`src/sv/i2cms_pkg.sv`:
```
// Shared types, command codes and defaults for the I2C master bit sequencer.
`default_nettype none
package i2cms_pkg;

  // Command codes as carried on the input channel and in the internal queue
  localparam logic [2:0] CMD_NONE  = 3'd0;
  localparam logic [2:0] CMD_START = 3'd1;
  localparam logic [2:0] CMD_STOP  = 3'd2;
  localparam logic [2:0] CMD_WRITE = 3'd3;
  localparam logic [2:0] CMD_ACK   = 3'd4;
  localparam logic [2:0] CMD_READ  = 3'd5;

  localparam int          DELAY_BITS_DEF = 8;
  localparam int          QUEUE_DEPTH    = 2;
  localparam logic [7:0]  DELAY_RESET    = 8'd200;

  // Input item
  typedef struct packed {
    logic [2:0] req_type;
    logic [7:0] wr_byte;
    logic       sda_in;
  } in_t;

  // Result item
  typedef struct packed {
    logic       scl_out;
    logic       sda_out;
    logic       busy_res;
    logic       done_res;
    logic [7:0] rd_byte;
    logic       ack_bit;
  } out_t;

  // Classified tick between front and back
  typedef struct packed {
    logic [2:0] cmd;
    logic [7:0] wr_byte;
    logic       sda_in;
  } tick_t;

endpackage
`default_nettype wire

```
`src/sv/i2cms_fifo.sv`:
```
// Small register queue with push/full and pop/empty sides.
`default_nettype none
module i2cms_fifo #(
  parameter int W     = 12,
  parameter int DEPTH = i2cms_pkg::QUEUE_DEPTH
) (
  input  wire logic         clk,
  input  wire logic         rst_n,
  input  wire logic         push,
  output logic              full,
  input  wire logic [W-1:0] wdata,
  input  wire logic         pop,
  output logic              empty,
  output logic [W-1:0]      rdata
);
  localparam int PW = (DEPTH > 1) ? $clog2(DEPTH) : 1;
  localparam int CW = $clog2(DEPTH + 1);

  logic [W-1:0]  mem [DEPTH];
  logic [PW-1:0] wptr_r, wptr_nxt, rptr_r, rptr_nxt;
  logic [CW-1:0] cnt_r, cnt_nxt;
  logic          do_push, do_pop;

  assign full    = (cnt_r == CW'(DEPTH));
  assign empty   = (cnt_r == '0);
  assign do_push = push && !full;
  assign do_pop  = pop && !empty;
  assign rdata   = mem[rptr_r];

  // Pointer and fill count
  always_comb begin
    wptr_nxt = wptr_r;
    rptr_nxt = rptr_r;
    cnt_nxt  = cnt_r;
    if (do_push) begin
      wptr_nxt = (wptr_r == PW'(DEPTH - 1)) ? '0 : wptr_r + PW'(1);
    end
    if (do_pop) begin
      rptr_nxt = (rptr_r == PW'(DEPTH - 1)) ? '0 : rptr_r + PW'(1);
    end
    if (do_push && !do_pop) begin
      cnt_nxt = cnt_r + CW'(1);
    end else if (do_pop && !do_push) begin
      cnt_nxt = cnt_r - CW'(1);
    end
  end

  always_ff @(posedge clk) begin
    if (!rst_n) begin
      wptr_r <= '0;
      rptr_r <= '0;
      cnt_r  <= '0;
    end else begin
      wptr_r <= wptr_nxt;
      rptr_r <= rptr_nxt;
      cnt_r  <= cnt_nxt;
    end
  end

  // Storage, no reset
  always_ff @(posedge clk) begin
    if (do_push) begin
      mem[wptr_r] <= wdata;
    end
  end

endmodule
`default_nettype wire

```
`src/sv/i2cms_front.sv`:
```
// Front end: accepts input items, classifies the request and queues the tick.
`default_nettype none
module i2cms_front (
  input  wire logic              clk,
  input  wire logic              rst_n,
  input  wire logic              in_push,
  output logic                   in_full,
  input  wire i2cms_pkg::in_t    in_data,
  input  wire logic              q_pop,
  output logic                   q_empty,
  output i2cms_pkg::tick_t       q_data
);
  i2cms_pkg::tick_t tick;
  logic [$bits(i2cms_pkg::tick_t)-1:0] q_raw;

  // Unknown codes collapse to no command
  always_comb begin
    tick.wr_byte = in_data.wr_byte;
    tick.sda_in  = in_data.sda_in;
    case (in_data.req_type)
      i2cms_pkg::CMD_START,
      i2cms_pkg::CMD_STOP,
      i2cms_pkg::CMD_WRITE,
      i2cms_pkg::CMD_ACK,
      i2cms_pkg::CMD_READ: tick.cmd = in_data.req_type;
      default:             tick.cmd = i2cms_pkg::CMD_NONE;
    endcase
  end

  i2cms_fifo #(
    .W     ($bits(i2cms_pkg::tick_t)),
    .DEPTH (i2cms_pkg::QUEUE_DEPTH)
  ) u_q (
    .clk   (clk),
    .rst_n (rst_n),
    .push  (in_push),
    .full  (in_full),
    .wdata (tick),
    .pop   (q_pop),
    .empty (q_empty),
    .rdata (q_raw)
  );

  assign q_data = i2cms_pkg::tick_t'(q_raw);

endmodule
`default_nettype wire

```
`src/sv/i2cms_back.sv`:
```
// Back end: line phase sequencer, one tick per queued item, results queued out.
`default_nettype none
module i2cms_back #(
  parameter int DELAY_BITS = i2cms_pkg::DELAY_BITS_DEF
) (
  input  wire logic              clk,
  input  wire logic              rst_n,
  input  wire logic              cfg_we,
  input  wire logic [7:0]        cfg_data,
  input  wire logic              q_empty,
  input  wire i2cms_pkg::tick_t  q_data,
  output logic                   q_pop,
  output logic                   out_empty,
  input  wire logic              out_pop,
  output i2cms_pkg::out_t        out_data
);
  // Phase codes
  localparam logic [3:0] PH_IDLE = 4'd0;
  localparam logic [3:0] PH_ST0  = 4'd1;
  localparam logic [3:0] PH_ST1  = 4'd2;
  localparam logic [3:0] PH_ST2  = 4'd3;
  localparam logic [3:0] PH_SP0  = 4'd4;
  localparam logic [3:0] PH_SP1  = 4'd5;
  localparam logic [3:0] PH_SP2  = 4'd6;
  localparam logic [3:0] PH_WA   = 4'd7;
  localparam logic [3:0] PH_WB   = 4'd8;
  localparam logic [3:0] PH_WC   = 4'd9;
  localparam logic [3:0] PH_WR   = 4'd10;
  localparam logic [3:0] PH_AK0  = 4'd11;
  localparam logic [3:0] PH_AK1  = 4'd12;
  localparam logic [3:0] PH_AK2  = 4'd13;
  localparam logic [3:0] PH_RA   = 4'd14;
  localparam logic [3:0] PH_RB   = 4'd15;

  logic [7:0]            dly_r;
  logic [3:0]            phase_r, phase_nxt;
  logic [2:0]            bit_r, bit_nxt;
  logic [DELAY_BITS-1:0] dcnt_r, dcnt_nxt, dcnt_dec, load_val;
  logic [7:0]            shift_r, shift_nxt;
  logic                  scl_r, scl_nxt, sda_r, sda_nxt, ack_r, ack_nxt;
  logic                  do_enter, done;
  logic                  out_full, fire;
  i2cms_pkg::out_t       res;
  logic [$bits(i2cms_pkg::out_t)-1:0] out_raw;

  // Step when a tick is queued and there is room for its result
  assign fire  = !q_empty && !out_full;
  assign q_pop = fire;

  // Phase length, zero acts as one
  always_comb begin
    load_val = DELAY_BITS'(dly_r);
    if (load_val == '0) begin
      load_val = DELAY_BITS'(1);
    end
  end

  assign dcnt_dec = dcnt_r - DELAY_BITS'(1);

  // Next state for one tick
  always_comb begin
    phase_nxt = phase_r;
    bit_nxt   = bit_r;
    dcnt_nxt  = dcnt_r;
    shift_nxt = shift_r;
    scl_nxt   = scl_r;
    sda_nxt   = sda_r;
    ack_nxt   = ack_r;
    do_enter  = 1'b0;
    done      = 1'b0;
    if (phase_r == PH_IDLE) begin
      case (q_data.cmd)
        i2cms_pkg::CMD_START: begin
          phase_nxt = PH_ST0;
          do_enter  = 1'b1;
        end
        i2cms_pkg::CMD_STOP: begin
          phase_nxt = PH_SP0;
          do_enter  = 1'b1;
        end
        i2cms_pkg::CMD_WRITE: begin
          shift_nxt = q_data.wr_byte;
          bit_nxt   = 3'd0;
          phase_nxt = PH_WA;
          do_enter  = 1'b1;
        end
        i2cms_pkg::CMD_ACK: begin
          phase_nxt = PH_AK0;
          do_enter  = 1'b1;
        end
        i2cms_pkg::CMD_READ: begin
          shift_nxt = 8'd0;
          bit_nxt   = 3'd0;
          phase_nxt = PH_RA;
          do_enter  = 1'b1;
        end
        default: ;
      endcase
    end else if (dcnt_dec != '0) begin
      dcnt_nxt = dcnt_dec;
    end else begin
      // Phase ran out
      do_enter = 1'b1;
      case (phase_r)
        PH_ST0: phase_nxt = PH_ST1;
        PH_ST1: phase_nxt = PH_ST2;
        PH_SP0: phase_nxt = PH_SP1;
        PH_SP1: phase_nxt = PH_SP2;
        PH_WA:  phase_nxt = PH_WB;
        PH_WB:  phase_nxt = PH_WC;
        PH_WC: begin
          shift_nxt = {shift_r[6:0], 1'b0};
          if (bit_r == 3'd7) begin
            bit_nxt   = 3'd0;
            phase_nxt = PH_WR;
          end else begin
            bit_nxt   = bit_r + 3'd1;
            phase_nxt = PH_WA;
          end
        end
        PH_AK0: phase_nxt = PH_AK1;
        PH_AK1: begin
          ack_nxt   = q_data.sda_in;
          phase_nxt = PH_AK2;
        end
        PH_RA: begin
          shift_nxt = {shift_r[6:0], q_data.sda_in};
          phase_nxt = PH_RB;
        end
        PH_RB: begin
          if (bit_r == 3'd7) begin
            bit_nxt   = 3'd0;
            do_enter  = 1'b0;
            done      = 1'b1;
          end else begin
            bit_nxt   = bit_r + 3'd1;
            phase_nxt = PH_RA;
          end
        end
        default: begin
          // last phase of start, stop, write and ack
          do_enter = 1'b0;
          done     = 1'b1;
        end
      endcase
      if (done) begin
        phase_nxt = PH_IDLE;
        dcnt_nxt  = '0;
      end
    end

    // Line levels of the phase being entered
    if (do_enter) begin
      dcnt_nxt = load_val;
      case (phase_nxt)
        PH_ST0: begin sda_nxt = 1'b1; scl_nxt = 1'b1; end
        PH_ST1: sda_nxt = 1'b0;
        PH_ST2: scl_nxt = 1'b0;
        PH_SP0: begin sda_nxt = 1'b0; scl_nxt = 1'b0; end
        PH_SP1: scl_nxt = 1'b1;
        PH_SP2: sda_nxt = 1'b1;
        PH_WA:  sda_nxt = shift_nxt[7];
        PH_WB:  scl_nxt = 1'b1;
        PH_WC:  scl_nxt = 1'b0;
        PH_WR:  sda_nxt = 1'b1;
        PH_AK0: sda_nxt = 1'b1;
        PH_AK1: scl_nxt = 1'b1;
        PH_AK2: scl_nxt = 1'b0;
        PH_RA:  begin sda_nxt = 1'b1; scl_nxt = 1'b1; end
        PH_RB:  scl_nxt = 1'b0;
        default: ;
      endcase
    end
  end

  // Result of this tick
  always_comb begin
    res.scl_out  = scl_nxt;
    res.sda_out  = sda_nxt;
    res.busy_res = (phase_nxt != PH_IDLE);
    res.done_res = done;
    res.rd_byte  = shift_nxt;
    res.ack_bit  = ack_nxt;
  end

  // Configuration and sequencer state
  always_ff @(posedge clk) begin
    if (!rst_n) begin
      dly_r   <= i2cms_pkg::DELAY_RESET;
      phase_r <= PH_IDLE;
      bit_r   <= 3'd0;
      dcnt_r  <= '0;
      shift_r <= 8'd0;
      scl_r   <= 1'b1;
      sda_r   <= 1'b1;
      ack_r   <= 1'b1;
    end else begin
      if (cfg_we) begin
        dly_r <= cfg_data;
      end
      if (fire) begin
        phase_r <= phase_nxt;
        bit_r   <= bit_nxt;
        dcnt_r  <= dcnt_nxt;
        shift_r <= shift_nxt;
        scl_r   <= scl_nxt;
        sda_r   <= sda_nxt;
        ack_r   <= ack_nxt;
      end
    end
  end

  i2cms_fifo #(
    .W     ($bits(i2cms_pkg::out_t)),
    .DEPTH (i2cms_pkg::QUEUE_DEPTH)
  ) u_oq (
    .clk   (clk),
    .rst_n (rst_n),
    .push  (fire),
    .full  (out_full),
    .wdata (res),
    .pop   (out_pop),
    .empty (out_empty),
    .rdata (out_raw)
  );

  assign out_data = i2cms_pkg::out_t'(out_raw);

endmodule
`default_nettype wire

```
`src/sv/i2c_master_bit_sequencer_core.sv`:
```
// Top level of the I2C master bit sequencer: front queue, sequencer, result queue.
//
//  channel | ports                          | moves
//  --------+--------------------------------+------------------------------
//  input   | in_push, in_full, in_data      | one tick: command, byte, SDA
//  result  | out_empty, out_pop, out_data   | one line state per tick
//  config  | cfg_we, cfg_data               | delay_ticks
//
// One item per clock sustained while the result queue has room; a result shows
// on the result ports once its item has passed the front queue register and
// then the sequencer step into the result queue.
// The sequencer steps once per item, gated only by result queue room.
// rst_n is synchronous; it empties both queues and returns the bus lines high.
// A stalled result side fills the result queue, then the front queue, then
// raises in_full.
`default_nettype none
module i2c_master_bit_sequencer_core #(
  parameter int DELAY_BITS = i2cms_pkg::DELAY_BITS_DEF
) (
  input  wire logic             clk,
  input  wire logic             rst_n,
  input  wire logic             in_push,
  output logic                  in_full,
  input  wire i2cms_pkg::in_t   in_data,
  output logic                  out_empty,
  input  wire logic             out_pop,
  output i2cms_pkg::out_t       out_data,
  input  wire logic             cfg_we,
  input  wire logic [7:0]       cfg_data
);
  logic             q_pop, q_empty;
  i2cms_pkg::tick_t q_data;

  i2cms_front u_front (
    .clk     (clk),
    .rst_n   (rst_n),
    .in_push (in_push),
    .in_full (in_full),
    .in_data (in_data),
    .q_pop   (q_pop),
    .q_empty (q_empty),
    .q_data  (q_data)
  );

  i2cms_back #(
    .DELAY_BITS (DELAY_BITS)
  ) u_back (
    .clk       (clk),
    .rst_n     (rst_n),
    .cfg_we    (cfg_we),
    .cfg_data  (cfg_data),
    .q_empty   (q_empty),
    .q_data    (q_data),
    .q_pop     (q_pop),
    .out_empty (out_empty),
    .out_pop   (out_pop),
    .out_data  (out_data)
  );

endmodule
`default_nettype wire

```
`config.mk`:
```
export PLATFORM = sky130hd
export DESIGN_NAME = i2c_master_bit_sequencer_core
export DESIGN_NICKNAME = d
export VERILOG_FILES = /design/src/sv/i2cms_pkg.sv /design/src/sv/i2cms_fifo.sv /design/src/sv/i2cms_front.sv /design/src/sv/i2cms_back.sv /design/src/sv/i2c_master_bit_sequencer_core.sv
export SDC_FILE = /design/constraint.sdc
export NUM_CORES = 1
export LEC_CHECK = 0
export ABC_AREA = 1
export BUFFER_PORTS_ARGS = -buffer_cell sky130_fd_sc_hd__buf_2
export CORE_MARGIN = 4
export CORE_UTILIZATION = 45
export CTS_BUF_LIST = sky130_fd_sc_hd__clkbuf_8
export CTS_CLUSTER_SIZE = 30
export DETAILED_ROUTE_END_ITERATION = 16
export GPL_TIMING_DRIVEN = 1
export MAX_ROUTING_LAYER = met4
export PLACE_DENSITY = 0.64
export SETUP_SLACK_MARGIN = 0.02
export SLEW_MARGIN = 20
export SYNTH_ARGS = -nofsm -noshare
export SYNTH_HDL_FRONTEND = slang
export SYNTH_SLANG_ARGS = --single-unit
```
`constraint.sdc`:
```
create_clock -name clk -period 6.29 [get_ports clk]
set_clock_uncertainty 0.05 [all_clocks]
set_input_delay 1.5725 -clock clk [delete_from_list [all_inputs] [get_ports clk]]
set_output_delay 1.5725 -clock clk [all_outputs]
set_load 0.02 [all_outputs]
```
==> results.md <==
- Tmin final: 3.24 ns
- Longest Clk Path Bufs: 2
- Post-detail-place hpwl: 7.11 mm
- Ports: 40
- Register area share after synthesis: 50.6%
- Dpl cells: 719
- Final Core Density: 50.6%
- Syn. warnings: 0
- Clk sink count: 94
- M3 GR Usage: 3.49%
- Initial antenna violation count: 0
- Clock Power Share: 13.9%
- 1st-iter DRT viols: 254
- Power Total: 2.60 mW
- # diodes: 0
- Hold WC Path Type: reg2reg
- Grt ovf: 0
- Leak: 2.27 nW
- Crit Path Class: reg2out
- EDFF count, synth: 50
- Grt peak-use layer: met2
- Routed len/inst: 13.3 um
- Worst slew pin tran: 1.06 ns
- Reg clk slew, reported paths: 0.08 ns
- Syn_nets: 590
- Yosys top cell area share: 31.9%
- Gr usage total: 17.7%
- CTS tree: yes
- Met1 Track Usage GR: 24.0%
- Most frequent cell after synthesis: nand2_1
- Non-filler instance count after layout: 735
- Ys flop type: edfxtp_1
- Root Driver: clkbuf_8
- Share of cells above drive strength 1: 19.4%
- Switching pwr: 1.18 mW
- Most common library cells after synthesis: 106 x nand2_1, 61 x inv_1, 50 x edfxtp_1
- VDD IR max: 0.370 mV
- Async set or reset register ratio after synthesis: 0%
- Initial core utilization: 45.8%
- IO buf count: 39
- Hold Startpoint: u_front.u_q.rptr_r$_SDFFE_PN0P_
- Placement-stage cell area: 0.00502 sq mm
- Final period util: 51.5%
- CP arrival: 1.62 ns
- Nets: 626
- H-Tree Depth: 3
- Routed vias: 3,771
- Mapped Cells: 558
- Final setup viols: 0
- Post-synth cell types: 36
- Area of the core: 0.0103 sq mm
- Seq pwr share: 37.3%
- Seq cells post-synth: 94
- Mapped cell area: 0.00471 sq mm
- Slew margin rel.: 28.9%
- WL final: 9.78 mm
- First-pass GRT wire length: 16.1 mm
- Post-route cell area: 0.00520 sq mm
- Max Cap Violations: 0
- Synthesis-to-layout area growth: 10.4%
- RR Startpoint: u_back.dcnt_r[0]$_SDFFE_PN0P_
- Die W: 110 um
- Met2 usage: 27.1%
- Hold WS: 0.414 ns
- Pre-CTS setup slack: 3.21 ns
- Max Transition Viols Final: 0
- DRC viols: 0
- 1st-pass router iterations: 4
- Overall die height: 110 um
- Leading area contributor after synthesis: edfxtp_1
- Final Hold Viols: 0
- CP Max Fanout: 13
- RSZ-0062 raised after global routing: no
- Routability cong.: 0.903
- Post-DRT Antenna Nets: 0
- Internal power: 1.43 mW
- Logic gate share of total power: 48.8%
- Largest net degree at the start of global routing: 29
- Num CTS Buffers: 9
- Worst Path Required: 4.67 ns
- P per Cell Area: 500 mW/mm^2
- Row cnt: 37
- Post-CTS setup buffers: 0
- Latest clock arrival within the worst-skew pair: 0.37 ns
- Vias in the first global route: 3,385
- Mean area per synthesized cell: 8.44 sq um
- Post-CTS resize count: 0
- F_max: 308 MHz
- Dominant cells by area after synthesis: edfxtp_1 32%, dfxtp_1 19%, nand2_1 8.4%, o21ai_0 5.1%, inv_1 4.9%
- Worst setup margin: 3.05 ns
- Critical Path End Type: primary output
- Sw Share: 45.2%
- CP Launch Type: flop
- Status: complete, no violations
- CTS Hold Bufs: 0
- Via/cell ratio: 5.13
- Die area: 0.0122 sq mm
- Setup TNS: 0 ns
-- critical path, stage by stage, from the launching register on --
cell and delay [ns]:
dfxtp_1 0.69, mux2_2 0.41, buf_2 0.16
-- area by class of cell --
type                            count  area (sq um)
Clock buffer                       10           138
Clock inverter                      6          37.5
Fill cell                         992          5070
Inverter                           74           278
Multi-Input combinational cell    375          1990
Sequential cell                    94          2380
Tap cell                          136           170
Timing Repair Buffer               40           203
-- power groups by stage --
stage | sequential [mW] | clock (mW) | combinational, mW
floorplan | 0.941 | 0 | 1.01
global placement | 0.981 | 0 | 1.23
detailed placement | 0.986 | 0 | 1.27
CTS | 0.973 | 0.368 | 1.27
global route | 0.991 | 0.399 | 1.45
finish | 0.972 | 0.362 | 1.27
-- registers in the layout, summed over array words and instances (netlist names), named ones only --
register,count
u_back.sda_r,1
u_back.phase_r,4
u_back.scl_r,1
u_front.u_q.wptr_r,1
u_front.u_q.rptr_r,1
u_back.dcnt_r,8
u_back.shift_r,8
u_back.u_oq.mem,26
u_back.u_oq.wptr_r,1
u_front.u_q.mem,24
u_back.ack_r,1
u_back.dly_r,8
u_front.u_q.cnt_r,2
u_back.bit_r,3
u_back.u_oq.cnt_r,2
u_back.u_oq.rptr_r,1
-- routing by layer --
metal / routed length (um) / part of all wire, % / vias up
li1: - / - / 1945
met1: 4820 / 49 / 1748
met2: 4430 / 45 / 69
met3: 425 / 4.3 / 9
met4: 100 / 1.0 / 0
met5: 0 / 0 / -
-- layout by cell type, fill, tap and decap left out, drive strengths merged --
cell / n
o2111ai: 2
xor2: 4
edfxtp: 50
clkinv: 2
nand4: 10
clkinvlp: 1
o22ai: 1
and2: 1
nand2: 118
nand3: 24
nor4: 1
a21boi: 1
inv: 77
clkbuf: 10
or2: 3
buf: 40
o211ai: 2
a21oi: 45
dfxtp: 44
mux2: 13
ha: 7
nor3: 4
nor2: 61
o31ai: 2
a22oi: 4
o21ai: 72
-- worst paths after layout --
check / depth (start not counted) / endpoint / slack [ns]
setup reg to reg: 16 / u_back.u_oq.mem[1][11]$_DFFE_PP_ / 3.60
hold / removal: 1 / u_front.u_q.rptr_r$_SDFFE_PN0P_ / 0.41
hold reg to reg: 1 / u_front.u_q.rptr_r$_SDFFE_PN0P_ / 0.41
setup / recovery: 2 / out_data[6] / 3.05
-- logic make-up after synthesis --
group           synth area share (%)
simple gates                    21.9
compound gates                  14.4
flops                           50.6
buf+inv                         7.36
mux                             3.11
fa+ha+maj                       1.86
xor+xnor                       0.743
Power figures use the tool's default switching activity.
